$ cat src/design/jfp_pkg.sv
// Shared constants for the joystick frame parser.
`timescale 1ns / 1ps

package jfp_pkg;

    localparam int unsigned BYTE_W      = 8;
    localparam int unsigned ID_W        = 64;
    localparam int unsigned POS_W       = 16;
    localparam int unsigned VIDX_W      = 4;
    localparam int unsigned CNT_W       = 4;
    localparam int unsigned MATCH_W     = 2;
    localparam int unsigned APB_ADDR_W  = 6;
    localparam int unsigned APB_DATA_W  = 64;
    localparam int unsigned REG_IDX_W   = 3;

    localparam logic [POS_W-1:0]  POS_RESET  = 16'd512;
    localparam logic [POS_W-1:0]  ASCII_ZERO = 16'd48;
    localparam logic [VIDX_W-1:0] VIDX_MAX   = 4'd15;
    localparam logic [CNT_W-1:0]  CNT_MAX    = 4'd9;

    typedef logic [MATCH_W-1:0] t_match;
    localparam t_match MATCH_NONE  = 2'd0;
    localparam t_match MATCH_LEFT  = 2'd1;
    localparam t_match MATCH_RIGHT = 2'd2;

    typedef logic [1:0] t_mode;
    localparam t_mode MODE_ID     = 2'd0;
    localparam t_mode MODE_VALUE  = 2'd1;
    localparam t_mode MODE_CLOSED = 2'd2;

    typedef logic [REG_IDX_W-1:0] t_reg_idx;
    localparam t_reg_idx REG_START    = 3'd0;
    localparam t_reg_idx REG_TEXT     = 3'd1;
    localparam t_reg_idx REG_SEP      = 3'd2;
    localparam t_reg_idx REG_END      = 3'd3;
    localparam t_reg_idx REG_LEFT_ID  = 3'd4;
    localparam t_reg_idx REG_RIGHT_ID = 3'd5;

endpackage

$ cat src/design/jfp_if.sv
// Stream interfaces for received bytes and parsed frame results.
`timescale 1ns / 1ps

interface jfp_rx_if;
    logic       valid;
    logic       ready;
    logic [7:0] rx_byte;

    modport source (output valid, output rx_byte, input ready);
    modport sink   (input valid, input rx_byte, output ready);
endinterface

interface jfp_res_if;
    logic        valid;
    logic        ready;
    logic [1:0]  matched_stick;
    logic [15:0] left_x;
    logic [15:0] left_y;
    logic [15:0] right_x;
    logic [15:0] right_y;
    logic [3:0]  value_count;
    logic        id_too_long;

    modport source (output valid, output matched_stick, output left_x, output left_y,
                    output right_x, output right_y, output value_count,
                    output id_too_long, input ready);
    modport sink   (input valid, input matched_stick, input left_x, input left_y,
                    input right_x, input right_y, input value_count,
                    input id_too_long, output ready);
endinterface

$ cat src/design/joystick_frame_parser_top.sv
// Joystick frame parser: byte-stream delimiter decoder with stick position registers.
`timescale 1ns / 1ps

// The parser takes one received byte per clock cycle, save for the stall named
// below. A byte is captured in an input register, decoded against the four
// delimiter codes in the following cycle, and an end byte loads the result
// register, from which the result is offered. Throughput is one byte per cycle,
// set by the single decode step between the input and result registers; the
// only stall is an end byte that finds the result register still holding an
// untaken result, in which case it waits in the input register. Delimiter
// codes and stick IDs are written through the APB port at byte address 8*i
// and should only be changed while no frame is in flight.
module joystick_frame_parser_top #(
    parameter int unsigned MAX_VALUES = 8,
    parameter int unsigned ID_BYTES   = 8
) (
    input  logic                          i_clk,
    input  logic                          i_rst_n,
    jfp_rx_if.sink                        i_rx,
    jfp_res_if.source                     o_res,
    input  logic                          psel,
    input  logic                          penable,
    input  logic                          pwrite,
    input  logic [jfp_pkg::APB_ADDR_W-1:0] paddr,
    input  logic [jfp_pkg::APB_DATA_W-1:0] pwdata,
    output logic [jfp_pkg::APB_DATA_W-1:0] prdata,
    output logic                          pready
);
    import jfp_pkg::*;

    localparam int unsigned IDX_W = $clog2(ID_BYTES + 1);

    // Configuration registers.
    logic [BYTE_W-1:0] r_start_code, r_text_code, r_sep_code, r_end_code;
    logic [ID_W-1:0]   r_left_id, r_right_id;

    // Parser state.
    t_mode              r_mode, n_mode;
    logic [ID_W-1:0]    r_id_buf, n_id_buf;
    logic [IDX_W-1:0]   r_id_idx, n_id_idx;
    logic               r_id_ovf, n_id_ovf;
    logic [VIDX_W-1:0]  r_vidx, n_vidx;
    logic [POS_W-1:0]   r_acc0, n_acc0, r_acc1, n_acc1;
    logic               r_drop, n_drop;
    logic [POS_W-1:0]   r_lx, n_lx, r_ly, n_ly, r_rx, n_rx, r_ry, n_ry;

    // Input register and result register.
    logic               r_in_valid;
    logic [BYTE_W-1:0]  r_in_byte;
    logic               r_out_valid;
    t_match             r_out_match, n_match;
    logic [POS_W-1:0]   r_out_lx, r_out_ly, r_out_rx, r_out_ry;
    logic [CNT_W-1:0]   r_out_cnt, n_cnt;
    logic               r_out_ovf;

    logic w_is_start, w_is_text, w_is_sep, w_is_end;
    logic w_out_free, w_advance, w_cfg_wr;
    logic [POS_W-1:0] w_acc_sel, w_acc_new;
    t_reg_idx w_reg_idx;

    assign w_is_start = (r_in_byte == r_start_code);
    assign w_is_text  = (r_in_byte == r_text_code);
    assign w_is_sep   = (r_in_byte == r_sep_code);
    assign w_is_end   = (r_in_byte == r_end_code);

    assign w_out_free = !r_out_valid || o_res.ready;
    // An end byte may only leave the input register when the result register can take it.
    assign w_advance  = r_in_valid && (!w_is_end || w_is_start || w_is_text || w_is_sep
                                       || w_out_free);
    assign i_rx.ready = !r_in_valid || w_advance;

    // acc * 10 + byte - '0', wrapping at 16 bits.
    assign w_acc_sel = r_vidx[0] ? r_acc1 : r_acc0;
    assign w_acc_new = (w_acc_sel << 3) + (w_acc_sel << 1)
                       + {{(POS_W-BYTE_W){1'b0}}, r_in_byte} - ASCII_ZERO;

    always_comb begin
        n_mode   = r_mode;
        n_id_buf = r_id_buf;
        n_id_idx = r_id_idx;
        n_id_ovf = r_id_ovf;
        n_vidx   = r_vidx;
        n_acc0   = r_acc0;
        n_acc1   = r_acc1;
        n_drop   = r_drop;
        n_lx     = r_lx;
        n_ly     = r_ly;
        n_rx     = r_rx;
        n_ry     = r_ry;
        n_match  = MATCH_NONE;
        n_cnt    = (r_vidx >= 4'd8) ? CNT_MAX : r_vidx + 4'd1;

        priority if (w_is_start) begin
            n_mode   = MODE_ID;
            n_id_buf = '0;
            n_id_idx = '0;
            n_id_ovf = 1'b0;
            n_acc0   = '0;
            n_acc1   = '0;
        end else if (w_is_text) begin
            n_mode = MODE_VALUE;
            n_vidx = '0;
        end else if (w_is_sep) begin
            n_mode = MODE_VALUE;
            if (r_vidx != VIDX_MAX) begin
                n_vidx = r_vidx + 4'd1;
            end
            if (n_vidx >= VIDX_W'(MAX_VALUES)) begin
                n_drop = 1'b1;
            end
        end else if (w_is_end) begin
            if (!r_id_ovf) begin
                if (r_id_buf == r_left_id) begin
                    n_match = MATCH_LEFT;
                    n_lx    = r_acc0;
                    n_ly    = r_acc1;
                end else if (r_id_buf == r_right_id) begin
                    n_match = MATCH_RIGHT;
                    n_rx    = r_acc0;
                    n_ry    = r_acc1;
                end
            end
            n_id_buf = '0;
            n_id_idx = '0;
            n_id_ovf = 1'b0;
            n_acc0   = '0;
            n_acc1   = '0;
            n_drop   = 1'b0;
            n_mode   = MODE_CLOSED;
        end else if (!r_drop) begin
            if (r_mode == MODE_ID) begin
                if (r_id_idx < IDX_W'(ID_BYTES)) begin
                    for (int k = 0; k < ID_BYTES; k++) begin
                        if (r_id_idx == IDX_W'(k)) begin
                            n_id_buf[8*k +: 8] = r_in_byte;
                        end
                    end
                    n_id_idx = r_id_idx + 1'b1;
                end else begin
                    n_id_ovf = 1'b1;
                end
            end else if (r_mode == MODE_VALUE && r_vidx < 4'd2) begin
                if (r_vidx[0]) begin
                    n_acc1 = w_acc_new;
                end else begin
                    n_acc0 = w_acc_new;
                end
            end
        end else begin
            // Data bytes are ignored while the value list is being dropped.
        end
    end

    // Input register.
    always_ff @(posedge i_clk) begin
        if (!i_rst_n) begin
            r_in_valid <= 1'b0;
        end else if (i_rx.ready) begin
            r_in_valid <= i_rx.valid;
        end
    end

    always_ff @(posedge i_clk) begin
        if (i_rx.valid && i_rx.ready) begin
            r_in_byte <= i_rx.rx_byte;
        end
    end

    // Parser state update.
    always_ff @(posedge i_clk) begin
        if (!i_rst_n) begin
            r_mode   <= MODE_ID;
            r_id_buf <= '0;
            r_id_idx <= '0;
            r_id_ovf <= 1'b0;
            r_vidx   <= '0;
            r_acc0   <= '0;
            r_acc1   <= '0;
            r_drop   <= 1'b0;
            r_lx     <= POS_RESET;
            r_ly     <= POS_RESET;
            r_rx     <= POS_RESET;
            r_ry     <= POS_RESET;
        end else if (w_advance) begin
            r_mode   <= n_mode;
            r_id_buf <= n_id_buf;
            r_id_idx <= n_id_idx;
            r_id_ovf <= n_id_ovf;
            r_vidx   <= n_vidx;
            r_acc0   <= n_acc0;
            r_acc1   <= n_acc1;
            r_drop   <= n_drop;
            r_lx     <= n_lx;
            r_ly     <= n_ly;
            r_rx     <= n_rx;
            r_ry     <= n_ry;
        end
    end

    // Result register.
    logic w_load_out;
    assign w_load_out = w_advance && w_is_end && !w_is_start && !w_is_text && !w_is_sep;

    always_ff @(posedge i_clk) begin
        if (!i_rst_n) begin
            r_out_valid <= 1'b0;
        end else if (w_load_out) begin
            r_out_valid <= 1'b1;
        end else if (o_res.ready) begin
            r_out_valid <= 1'b0;
        end
    end

    always_ff @(posedge i_clk) begin
        if (w_load_out) begin
            r_out_match <= n_match;
            r_out_lx    <= n_lx;
            r_out_ly    <= n_ly;
            r_out_rx    <= n_rx;
            r_out_ry    <= n_ry;
            r_out_cnt   <= n_cnt;
            r_out_ovf   <= r_id_ovf;
        end
    end

    assign o_res.valid         = r_out_valid;
    assign o_res.matched_stick = r_out_match;
    assign o_res.left_x        = r_out_lx;
    assign o_res.left_y        = r_out_ly;
    assign o_res.right_x       = r_out_rx;
    assign o_res.right_y       = r_out_ry;
    assign o_res.value_count   = r_out_cnt;
    assign o_res.id_too_long   = r_out_ovf;

    // APB configuration port.
    assign pready    = 1'b1;
    assign w_cfg_wr  = psel && penable && pwrite;
    assign w_reg_idx = paddr[APB_ADDR_W-1:APB_ADDR_W-REG_IDX_W];

    always_ff @(posedge i_clk) begin
        if (!i_rst_n) begin
            r_start_code <= 8'd1;
            r_text_code  <= 8'd2;
            r_sep_code   <= 8'd3;
            r_end_code   <= 8'd4;
            r_left_id    <= '0;
            r_right_id   <= '0;
        end else if (w_cfg_wr) begin
            unique case (w_reg_idx)
                REG_START:    r_start_code <= pwdata[BYTE_W-1:0];
                REG_TEXT:     r_text_code  <= pwdata[BYTE_W-1:0];
                REG_SEP:      r_sep_code   <= pwdata[BYTE_W-1:0];
                REG_END:      r_end_code   <= pwdata[BYTE_W-1:0];
                REG_LEFT_ID:  r_left_id    <= pwdata;
                REG_RIGHT_ID: r_right_id   <= pwdata;
                default: begin
                end
            endcase
        end
    end

    always_comb begin
        unique case (w_reg_idx)
            REG_START:    prdata = {{(APB_DATA_W-BYTE_W){1'b0}}, r_start_code};
            REG_TEXT:     prdata = {{(APB_DATA_W-BYTE_W){1'b0}}, r_text_code};
            REG_SEP:      prdata = {{(APB_DATA_W-BYTE_W){1'b0}}, r_sep_code};
            REG_END:      prdata = {{(APB_DATA_W-BYTE_W){1'b0}}, r_end_code};
            REG_LEFT_ID:  prdata = r_left_id;
            REG_RIGHT_ID: prdata = r_right_id;
            default:      prdata = '0;
        endcase
    end

endmodule

$ cat src/flat_wrapper.sv
// flat-port wrapper written by rule: the top's interface ports become plain ports
module joystick_frame_parser_top_flat import jfp_pkg::*;
#(
    parameter int unsigned MAX_VALUES = 8,
    parameter int unsigned ID_BYTES   = 8
)
  (i_clk, i_rst_n, psel, penable, pwrite, paddr, pwdata, prdata, pready, i_rx_valid, i_rx_rx_byte, i_rx_ready, o_res_valid, o_res_matched_stick, o_res_left_x, o_res_left_y, o_res_right_x, o_res_right_y, o_res_value_count, o_res_id_too_long, o_res_ready);
  jfp_rx_if i_rx_i ();
  jfp_res_if o_res_i ();
  input  logic i_clk;
  input  logic i_rst_n;
  input  logic psel;
  input  logic penable;
  input  logic pwrite;
  input  logic [jfp_pkg::APB_ADDR_W-1:0] paddr;
  input  logic [jfp_pkg::APB_DATA_W-1:0] pwdata;
  output logic [jfp_pkg::APB_DATA_W-1:0] prdata;
  output logic pready;
  input wire logic [$bits(i_rx_i.valid)-1:0] i_rx_valid;
  input wire logic [$bits(i_rx_i.rx_byte)-1:0] i_rx_rx_byte;
  output wire logic [$bits(i_rx_i.ready)-1:0] i_rx_ready;
  output wire logic [$bits(o_res_i.valid)-1:0] o_res_valid;
  output wire logic [$bits(o_res_i.matched_stick)-1:0] o_res_matched_stick;
  output wire logic [$bits(o_res_i.left_x)-1:0] o_res_left_x;
  output wire logic [$bits(o_res_i.left_y)-1:0] o_res_left_y;
  output wire logic [$bits(o_res_i.right_x)-1:0] o_res_right_x;
  output wire logic [$bits(o_res_i.right_y)-1:0] o_res_right_y;
  output wire logic [$bits(o_res_i.value_count)-1:0] o_res_value_count;
  output wire logic [$bits(o_res_i.id_too_long)-1:0] o_res_id_too_long;
  input wire logic [$bits(o_res_i.ready)-1:0] o_res_ready;
  assign i_rx_i.valid = i_rx_valid;
  assign i_rx_i.rx_byte = i_rx_rx_byte;
  assign i_rx_ready = i_rx_i.ready;
  assign o_res_valid = o_res_i.valid;
  assign o_res_matched_stick = o_res_i.matched_stick;
  assign o_res_left_x = o_res_i.left_x;
  assign o_res_left_y = o_res_i.left_y;
  assign o_res_right_x = o_res_i.right_x;
  assign o_res_right_y = o_res_i.right_y;
  assign o_res_value_count = o_res_i.value_count;
  assign o_res_id_too_long = o_res_i.id_too_long;
  assign o_res_i.ready = o_res_ready;
  joystick_frame_parser_top #(.MAX_VALUES(MAX_VALUES), .ID_BYTES(ID_BYTES)) u_core (.i_clk(i_clk), .i_rst_n(i_rst_n), .i_rx(i_rx_i), .o_res(o_res_i), .psel(psel), .penable(penable), .pwrite(pwrite), .paddr(paddr), .pwdata(pwdata), .prdata(prdata), .pready(pready));
endmodule
$ cat config.mk
export PLATFORM = sky130hd
export DESIGN_NAME = joystick_frame_parser_top_flat
export DESIGN_NICKNAME = d
export VERILOG_FILES = /design/src/design/jfp_pkg.sv /design/src/design/jfp_if.sv /design/src/design/joystick_frame_parser_top.sv /design/src/flat_wrapper.sv
export SDC_FILE = /design/constraint.sdc
export NUM_CORES = 1
export LEC_CHECK = 0
export BUFFER_PORTS_ARGS = -buffer_cell sky130_fd_sc_hd__buf_2
export CAP_MARGIN = 20
export CORE_UTILIZATION = 25
export CTS_BUF_LIST = sky130_fd_sc_hd__clkbuf_8
export CTS_CLUSTER_DIAMETER = 40
export DETAILED_ROUTE_END_ITERATION = 7
export PLACE_DENSITY = 0.37
export SYNTH_ARGS = -nofsm -noshare
export SYNTH_HDL_FRONTEND = slang
export SYNTH_SLANG_ARGS = --single-unit
export TNS_END_PERCENT = 10
$ cat constraint.sdc
create_clock -name i_clk -period 10.1 [get_ports i_clk]
set_input_delay 0.505 -clock i_clk [delete_from_list [all_inputs] [get_ports i_clk]]
set_output_delay 0.505 -clock i_clk [all_outputs]
set_load 0.02 [all_outputs]
## After elaboration in Yosys (flattened, before gate mapping)

Cells that the tools add are included.

- Word-level logic and storage cells: 228
- Bits in registers: 413
- Output and inout bits: 138

- Reduce and logical (&&, ||, !) cells: 63
- Eq/ne operators: 27
- $lt $le $gt $ge: 4
- Bitwise logic cells: 3
- Mux-type cells: 90
- Add/subtract/negate cells: 5

Operators by type and width:

| cell | count |
|---|---|
| 2-to-1 mux 16 bit | 42 |
| 2-to-1 mux 64 bit | 7 |
| one-hot mux 64 bit (6 select lines) | 1 |
| == test 64 bit | 2 |
| AND reduction 7 bit | 10 |
| 2-to-1 mux 8 bit | 8 |
| 2-to-1 mux 4 bit | 13 |
| nonzero test 3 bit | 12 |
| == test 8 bit | 4 |
| adder 16 bit | 1 |
| adder 16 x 8 -> 16 bit | 1 |
| == test 4 x 3 -> 1 bit (second input constant) | 4 |
| subtractor 16 x 6 -> 16 bit (second input constant) | 1 |
| 2-to-1 mux 15 bit | 1 |
| AND reduction 2 bit | 7 |
| 2-to-1 mux 1 bit | 13 |
| AND reduction 6 bit | 2 |
| 2-to-1 mux 2 bit | 5 |
| logical AND 1 bit | 9 |
| adder 4 x 1 -> 4 bit (second input constant) | 2 |
| == test 4 x 2 -> 1 bit (second input constant) | 2 |
| greater-or-equal comparator 4 bit (second input constant) | 2 |
| == test 3 x 2 -> 1 bit (second input constant) | 2 |
| == test 3 bit (second input constant) | 2 |
| other kinds (22) | 39 |

## Logic depth before layout (Yosys ltp)

Gate-level depths: netlist of run 1.

- Word-level depth: 12
- Depth in mapped cells: 14
- Mapped depth without buffers: 12

## Worst setup path before layout of run 1

No wires, ideal clock.

- Kind: register -> register
- Start point: reg u_core.r_in_byte[4]
- End point: reg u_core.r_out_ovf (netlist: u_core.o_res.id_too_long) (enable)
- Slack: 5083 ps
- Library setup time: 501 ps
- Buffers on the path: 1
- Cell stages (with the launch flop): 8
- Arrival time: 4516 ps
- Path through: edfxtp_1 > buf_6 > xnor2_1 > nand4_2 > a211oi_4 > and3_1 > nand2_1 > nor2_1

- Longest elaborated chain between the ends: 11

Ends and longest elaborated chain:

| what | line | RTL |
|---|---|---|
| from (decl) | joystick_frame_parser_top.sv:49 | `logic [BYTE_W-1:0] r_in_byte;` |
| from (signal assigned) | joystick_frame_parser_top.sv:165 | `r_in_byte <= i_rx.rx_byte;` |
| == test 8 bit | joystick_frame_parser_top.sv:64 | `assign w_is_end = (r_in_byte == r_end_code);` |
| logical NOT 1 bit | joystick_frame_parser_top.sv:68 | `assign w_advance = r_in_valid && (!w_is_end \|\| w_is_start \|\| w_is_text \|\| w_is_sep` |
| logical OR 1 bit (3 in series) | joystick_frame_parser_top.sv:68 |  |
| logical OR 1 bit | joystick_frame_parser_top.sv:69 | `\|\| w_out_free);` |
| logical AND 1 bit | joystick_frame_parser_top.sv:68 |  |
| logical AND 1 bit (3 in series) | joystick_frame_parser_top.sv:202 | `assign w_load_out = w_advance && w_is_end && !w_is_start && !w_is_text && !w_is_sep;` |
| logical AND 1 bit (*) | joystick_frame_parser_top.sv:202 |  |
| via u_core.w_load_out | joystick_frame_parser_top.sv:201 | `logic w_load_out;` |
| to (signal assigned) | joystick_frame_parser_top.sv:222 | `r_out_ovf <= r_id_ovf;` |
| to (decl) | joystick_frame_parser_top.sv:54 | `logic r_out_ovf;` |

The timed path passes the listed nets; every way through them passes the cells marked *.
A chain may end at the register's enable or synchronous reset.

## Worst setup path in the final report of run 1

- Start point: reg u_core.r_vidx[0]
- End point: reg u_core.r_acc1[10]

- Longest elaborated chain between the ends: 12

Ends and longest elaborated chain:

| what | line | RTL |
|---|---|---|
| from (decl) | joystick_frame_parser_top.sv:42 | `logic [VIDX_W-1:0] r_vidx, n_vidx;` |
| from (signal assigned) | joystick_frame_parser_top.sv:189 | `r_vidx <= n_vidx;` |
| 2-to-1 mux 15 bit | joystick_frame_parser_top.sv:73 | `assign w_acc_sel = r_vidx[0] ? r_acc1 : r_acc0;` |
| adder 16 bit | joystick_frame_parser_top.sv:74 | `assign w_acc_new = (w_acc_sel << 3) + (w_acc_sel << 1)` |
| adder 16 x 8 -> 16 bit | joystick_frame_parser_top.sv:75 | `+ {{(POS_W-BYTE_W){1'b0}}, r_in_byte} - ASCII_ZERO;` |
| subtractor 16 x 6 -> 16 bit | joystick_frame_parser_top.sv:75 |  |
| 2-to-1 mux 16 bit | joystick_frame_parser_top.sv:143 | `if (r_vidx[0]) begin` |
| 2-to-1 mux 16 bit | joystick_frame_parser_top.sv:142 | `end else if (r_mode == MODE_VALUE && r_vidx < 4'd2) begin` |
| 2-to-1 mux 16 bit | joystick_frame_parser_top.sv:131 | `if (r_mode == MODE_ID) begin` |
| 2-to-1 mux 16 bit | joystick_frame_parser_top.sv:130 | `end else if (!r_drop) begin` |
| 2-to-1 mux 16 bit | joystick_frame_parser_top.sv:111 | `end else if (w_is_end) begin` |
| 2-to-1 mux 16 bit | joystick_frame_parser_top.sv:103 | `end else if (w_is_sep) begin` |
| 2-to-1 mux 16 bit | joystick_frame_parser_top.sv:100 | `end else if (w_is_text) begin` |
| 2-to-1 mux 16 bit | joystick_frame_parser_top.sv:93 | `priority if (w_is_start) begin` |
| to (signal assigned) | joystick_frame_parser_top.sv:191 | `r_acc1 <= n_acc1;` |
| to (decl) | joystick_frame_parser_top.sv:43 | `logic [POS_W-1:0] r_acc0, n_acc0, r_acc1, n_acc1;` |

Several ways; a longest one is shown, not always the timed one. The select of a mux whose other input is x is not followed.

==> flow_metrics.py, run 1 <==
metrics = {
    "timing": {
        "timing.final.crit_period_ps": 3948,
        "finalSetupTns_ps": 0,
        "worstMarginPinSlew_ps": 1047,
        "setup_viol": 0,
        "slew_headroom": 0.2994,
        "hold_viol_final": 0,
        "slew_violations": 0,
        "timing.final.crit_share": 0.3909,
        "final.setup_skew_ps": 59.40,
        "max_freq_mhz": 253.3,
        "setup_ws_ps": 6152,
        "grt_setup_unrepaired": "false",
    },
    "route": {
        "dr_total_vias": 15770,
        "route.detailed.drc": 0,
        "dr.pass1.iters": 5,
        "wl_per_cell_um": 20.58,
        "wl_um": 69830,
        "ant_nets": 0,
        "viasPerCell": 4.648,
        "dr.first_iter.drc_count": 714,
    },
    "synthesis": {
        "synth_cell_types": 72,
        "synth_top_family_by_area": "simple AND/OR/NAND/NOR gates",
        "ys.flop_type": "dfxtp_1",
        "yosysWarnings": 0,
        "synth_edf_count": 79,
        "async_reset_ff_frac": 0,
        "yosysSeqAreaShare": 0.4609,
        "synth-xor-area-share": 0.07830,
        "synthAdderAreaFrac": 0.03157,
        "avgSynthCellArea_um2": 9.597,
        "synth_area_mm2": 0.01966,
        "ys_seq_elements": 413,
        "synth-simple-area-share": 0.1521,
        "synth-compound-area-share": 0.1008,
        "syn_nets": 2179,
        "netlist_instances": 2048,
        "synthMuxAreaShare": 0.1362,
    },
    "floorplan": {
        "core-area_mm2": 0.07759,
        "die_area_mm2": 0.07975,
        "fp.dieW_um": 282.4,
        "start_util": 0.2533,
        "num_rows": 102,
        "dieHeight_um": 282.4,
        "pin_count": 223,
    },
    "power_and_ir_drop": {
        "p_per_area_mw_per_mm2": 167.1,
        "p_leak_nw": 9.196,
        "ir_worst_vdd_v": 0.00008003,
    },
    "global_routing": {
        "grt_max_degree": 101,
        "grt_pass1_wl_um": 103000,
        "grt_pass1_vias": 16110,
        "antenna_found_initial": 3,
        "grt.total_usage": 0.1742,
        "grt-ovfl-total": 0,
    },
    "place": {
        "dp_slack_ps": 6157,
        "port-buffer-count": 218,
        "place_congestion": 0.8315,
        "dp_hpwl_um": 47430,
    },
    "outcome": {
        "status": "completed",
    },
    "final_layout": {
        "nNetsFinal": 2402,
        "multiInputGateArea_mm2": 0.009892,
        "drive_above_1_share": 0.1962,
        "regArea_mm2": 0.009059,
        "postLayoutCoreUtil": 0.3094,
        "largestRegisters": "u_core.r_id_buf (64), u_core.r_left_id (64), u_core.r_right_id (64)",
        "fillers": 8269,
        "area_growth_pct": 22.15,
    },
    "cts": {
        "clkLatencyLatePin_ps": 700,
        "clkSinkCount": 413,
        "root_buffer": "clkbuf_8",
        "clk_pin_slew_worst_paths_ps": 60,
        "cts_tree": "yes",
        "numCtsBuffers": 93,
        "htree_levels": 3,
        "clk_path_buf_depth": 3,
    },
    "setup_path": {
        "worstSetupEndpointType": "register",
        "crit_path_max_fanout": 18,
        "start_kind": "register",
        "worstSetupPathType": "reg -> reg",
        "worst_ep_arrival_time_ps": 4540,
        "critPathRequiredTime_ps": 10690,
    },
    "worst_hold_path": {
        "min_path_type": "in -> reg",
    },
    "flow_run": {
        "cap_violations": 0,
    },
}
## logic make-up (layout without fill, tap and decap cells)
| logic type | after synthesis | after routing |
|---|---|---|
| AO/OA/AOI/OAI | 313 | 313 |
| other | 1 | 4 |
| buffers and inverters | 176 | 478 |
| XOR/XNOR | 174 | 174 |
| multiplexers | 255 | 255 |
| flip-flops | 413 | 413 |
| adder cells (fa/ha/maj) | 46 | 46 |
| AND/OR/NAND/NOR | 670 | 670 |
## synthesized netlist by cell type, types with 4 or more instances
cell type  instances  area, um^2
nand2_1          444        1667
dfxtp_1          334        6686
mux2i_1          182        1822
a21oi_1          166       830.8
xnor2_1           96       840.8
clkbuf_1          92       345.3
edfxtp_1          79        2372
xor2_1            76       665.6
nor2_1            62       232.7
a22o_1            56       490.5
inv_1             43       161.4
nand3_1           43       215.2
mux2_2            42       473.0
ha_1              40       500.5
o21ai_0           29       145.1
mux2_1            28       315.3
nand4_1           25       156.4
nor4_1            22       137.6
nor3_1            21       105.1
buf_2             14       70.07
o22ai_1           11       68.82
buf_1             10       37.54
buf_6              9       101.4
nor3b_1            9       67.56
nor3_4             8       130.1
a22oi_1            7       52.55
buf_4              7       52.55
fa_1               6       120.1
nand2b_1           5       31.28
nor2b_1            5       31.28
or4_1              5       37.54
a211oi_1           4       30.03
o31ai_1            4       30.03
## cell type report
cell class	instances	share of cell area
Clock buffer	107	0.06134
Sequential cell	413	0.3773
Timing Repair Buffer	261	0.06285
Antenna cell	3	0.0003127
Inverter	43	0.006931
Tap cell	1040	0.05420
Clock inverter	67	0.02507
Multi-Input combinational cell	1459	0.4120
## through the flow
step	total power, mW	std cells	hold slack [ps]	area [um^2]
global route	4.166	3393	22.07	24010
floorplan	1.863	2048	431.3	19660
global placement	1.954	3190	439.9	21640
CTS	4.071	3387	0.5718	23940
finish	4.011	3393	65.24	24010
detailed placement	1.955	3190	445.7	21640
## where the power goes
group / leakage, nW / internal, mW / switching, mW / total, mW
Clock: 1.16 / 1.26 / 0.829 / 2.08
Sequential: 3.35 / 1.69 / 0.0223 / 1.71
Combinational: 4.69 / 0.0722 / 0.145 / 0.217
Total: 9.20 / 3.01 / 0.997 / 4.01
## routing by layer
| layer | up-vias | track usage | part of all wire |
|---|---|---|---|
| li1 | 7576 | - | - |
| met1 | 7690 | 0.2139 | 0.44 |
| met2 | 393 | 0.3044 | 0.50 |
| met3 | 112 | 0.03122 | 0.039 |
| met4 | 0 | 0.05877 | 0.029 |
| met5 | - | 0 | 0 |
## final timing paths
path                                       start               endpoint  slack (ps)  cells after the start
worst min-delay path                  pwdata[58]  u_core.r_right_id[58]          70                      3
worst min register to register    u_core.r_rx[8]         u_core.r_rx[8]         450                      2
worst max-delay path            u_core.r_vidx[0]      u_core.r_acc1[10]        6150                     12
worst max register to register  u_core.r_vidx[0]      u_core.r_acc1[10]        6150                     12
## cells in the final DEF, fill, tap and decap left out, types with 29 or more instances in the layout
master / n
xnor2_1: 96
clkbuf_8: 107
nor2_1: 59
o21ai_0: 29
a22o_1: 56
mux2_2: 42
dfxtp_1: 334
a21oi_1: 166
nand3_1: 43
inv_1: 68
buf_2: 217
nand2_1: 444
mux2i_1: 182
ha_1: 40
edfxtp_1: 79
xor2_1: 76
## critical path: stages (launching register included)
cell and delay, ps:
dfxtp_1 540, buf_4 380, mux2i_1 420, ha_1 310
fa_1 480, inv_1 40, ha_1 370, nand3_1 120
o2111a_1 280, nor2_1 210, xnor2_1 120, or4_1 470
a21oi_1 130
## repair_timing
action | CTS | global route
hold endpoints to repair | 35 | 0
hold buffers | 23 | 0
setup buffers | 0 | 0
gates resized for setup | 0 | 0
Power figures use the tool's default switching activity.
==> inputs of run 2 (changes only) <==
==> constraint.sdc (replaced) <==
create_clock -name i_clk -period 3.75 [get_ports i_clk]
set_input_delay 0.1875 -clock i_clk [delete_from_list [all_inputs] [get_ports i_clk]]
set_output_delay 0.1875 -clock i_clk [all_outputs]
set_load 0.02 [all_outputs]
==> run 2 against run 1 <==
Against the previous run:
- clock-buffer cell count is 3 higher
- register-to-register slack lost 6000 ps
- sequential share of layout area down 1.6 points
- flip-flop and latch count stayed put
- sequential power increased to 2.7 times the previous value
- die area unchanged
- worst setup slack worse by 6000 ps
- cell count grew 2.7%
- critical path depth stayed put
- non-clock buffer count increased by 88
- highest routed layer unchanged
==> flow_metrics.py, run 2 (synthesized netlist as in run 1, its figures left out) <==
metrics = {
    "outcome": {
        "status": "completed",
    },
    "floorplan": {
        "start_util": 0.2533,
        "dieHeight_um": 282.4,
        "core-area_mm2": 0.07759,
        "die_area_mm2": 0.07975,
        "num_rows": 102,
        "pin_count": 223,
        "fp.dieW_um": 282.4,
    },
    "cts": {
        "cts_tree": "yes",
        "clk_path_buf_depth": 3,
        "clkLatencyLatePin_ps": 700,
        "htree_levels": 3,
        "clkSinkCount": 413,
        "clk_pin_slew_worst_paths_ps": 60,
        "post_cts_buffers": 0,
        "numCtsBuffers": 94,
        "root_buffer": "clkbuf_8",
    },
    "place": {
        "port-buffer-count": 218,
        "place_inst": 3228,
        "dp_slack_ps": 122.9,
        "place_congestion": 0.8218,
        "dpl_cell_area_mm2": 0.02208,
        "dp_hpwl_um": 49260,
    },
    "final_layout": {
        "post-route-cell-area_mm2": 0.02504,
        "area_growth_pct": 27.39,
        "multiInputGateArea_mm2": 0.009905,
        "final_cell_mix": "nand2_1 (444), dfxtp_1 (334), buf_2 (217)",
        "largestRegisters": "u_core.r_id_buf (64), u_core.r_left_id (64), u_core.r_right_id (64)",
        "stdcell_count": 3483,
        "nNetsFinal": 2491,
        "regArea_mm2": 0.009059,
        "drive_above_1_share": 0.2102,
        "fillers": 8166,
        "final_common_cell": "nand2_1",
    },
    "route": {
        "wl_per_cell_um": 20.32,
        "wl_um": 70790,
        "route.detailed.drc": 0,
        "ant_nets": 0,
        "viasPerCell": 4.612,
        "dr_total_vias": 16070,
        "dr.first_iter.drc_count": 782,
        "dr.pass1.iters": 5,
    },
    "power_and_ir_drop": {
        "p_sw_mw": 2.785,
        "p_leak_nw": 9.647,
        "pwr-share-clk": 0.525,
        "internal-power_mw": 8.291,
        "ir_worst_vdd_v": 0.0002304,
        "seqPwrFrac": 0.415,
        "swShare": 0.2514,
        "p_comb_frac": 0.060,
        "p_per_area_mw_per_mm2": 442.3,
    },
    "timing": {
        "timing.final.crit_share": 0.9538,
        "setup_viol": 0,
        "timing.final.crit_period_ps": 3577,
        "worstMarginPinSlew_ps": 1007,
        "final.setup_skew_ps": 54.36,
        "hold_viol_final": 0,
        "grt_setup_unrepaired": "true",
        "slew_violations": 0,
        "setup_ws_ps": 173.3,
        "max_freq_mhz": 279.6,
        "slew_headroom": 0.3289,
    },
    "worst_hold_path": {
        "min-delay-start": "paddr[5]",
        "hold_depth": 5,
        "hold-path-endpoint": "u_core.r_left_id[3]",
        "min_path_type": "in -> reg",
    },
    "global_routing": {
        "antenna_found_initial": 1,
        "grt-ovfl-total": 0,
        "grt_pass1_vias": 15910,
        "grt_pass1_wl_um": 103600,
        "grt_max_degree": 102,
        "grt.total_usage": 0.1753,
    },
    "setup_path": {
        "worst_ep_arrival_time_ps": 4150,
        "worstSetupEndpointType": "register",
        "r2r_slack_ps": 170,
        "reg2regPathDepth": 12,
        "critPathRequiredTime_ps": 4320,
        "worstSetupPathType": "reg -> reg",
        "start_kind": "register",
        "r2r_end": "u_core.r_acc1[11]",
        "crit_path_max_fanout": 3,
        "rr_startpoint": "u_core.r_vidx[0]",
    },
    "flow_run": {
        "cap_violations": 0,
    },
}
-- run 2: cell types whose count changed in the layout (fill, tap and decap cells not counted), sizes merged --
cell | previous run | this run
diode | 3 | 2
clkinv | 23 | 22
clkinvlp | 3 | 7
dlygate4sd3 | 23 | 75
inv | 73 | 70
clkbuf | 107 | 110
buf | 238 | 274
-- run 2: routing by layer --
layer	share of wire	GRT usage	routed length, um	vias up
li1	-	-	-	7772
met1	0.44	0.2204	30860	7790
met2	0.50	0.3060	35440	404
met3	0.040	0.03040	2854	99
met4	0.023	0.04823	1630	0
met5	0	0	0	-
-- run 2: layout make-up --
| type | instances | area share |
|---|---|---|
| multi-input cells | 1459 | 0.3956 |
| flip-flops and latches | 413 | 0.3618 |
| repair buffers | 349 | 0.09724 |
| clock buffers | 110 | 0.06046 |
| well taps | 1040 | 0.05197 |
| clock inverters | 67 | 0.02613 |
| inverters | 43 | 0.006646 |
| diodes | 2 | 0.0001999 |
-- run 2: worst max-delay path, cell delays in order, from the launching register on --
cell,delay [ps]
dfxtp_1,380
mux2i_1,380
fa_1,480
inv_1,70
ha_1,220
ha_1,220
fa_1,480
a21oi_1,210
o2111ai_1,210
nand2_1,140
xor2_1,80
or4_1,470
a21oi_1,140
-- run 2: how the worst max path moves through the flow --
stage,startpoint,end,slack [ps],cells past startpoint
floorplan,u_core.r_vidx[0],u_core.r_acc1[11],-30,14
detailed placement,u_core.r_vidx[0],u_core.r_acc0[14],120,13
global route,u_core.r_vidx[0],u_core.r_acc1[11],-80,12
finish,u_core.r_vidx[0],u_core.r_acc1[11],170,12
global placement,u_core.r_vidx[0],u_core.r_acc0[14],180,13
CTS,u_core.r_vidx[0],u_core.r_acc0[14],130,13
-- run 2: repair_timing --
item | in CTS | in global routing
endpoints found under the setup margin | 0 | 4
hold buffers | 75 | 0
endpoints found under the hold margin | 181 | 0
resized for setup | 0 | 4
-- run 2: power by group through the flow --
stage / Clock [mW] / Sequential [mW] / Combinational (mW)
floorplan: 0 / 4.66 / 0.359
global placement: 0 / 4.69 / 0.610
detailed placement: 0 / 4.69 / 0.610
CTS: 5.99 / 4.59 / 0.675
global route: 6.20 / 4.59 / 0.725
finish: 5.81 / 4.59 / 0.670
-- run 2: stage by stage --
step / utilization / hold slack (ps) / setup TNS [ps] / power, mW
CTS: 0.3222 / 136.3 / 0 / 11.26
finish: 0.3227 / 223.5 / 0 / 11.08
floorplan: - / 286.4 / -29.49 / 5.018
global placement: 0.2846 / 368.2 / 0 / 5.296
detailed placement: 0.2846 / 366.3 / 0 / 5.297
global route: 0.3227 / 182.4 / -86.59 / 11.52
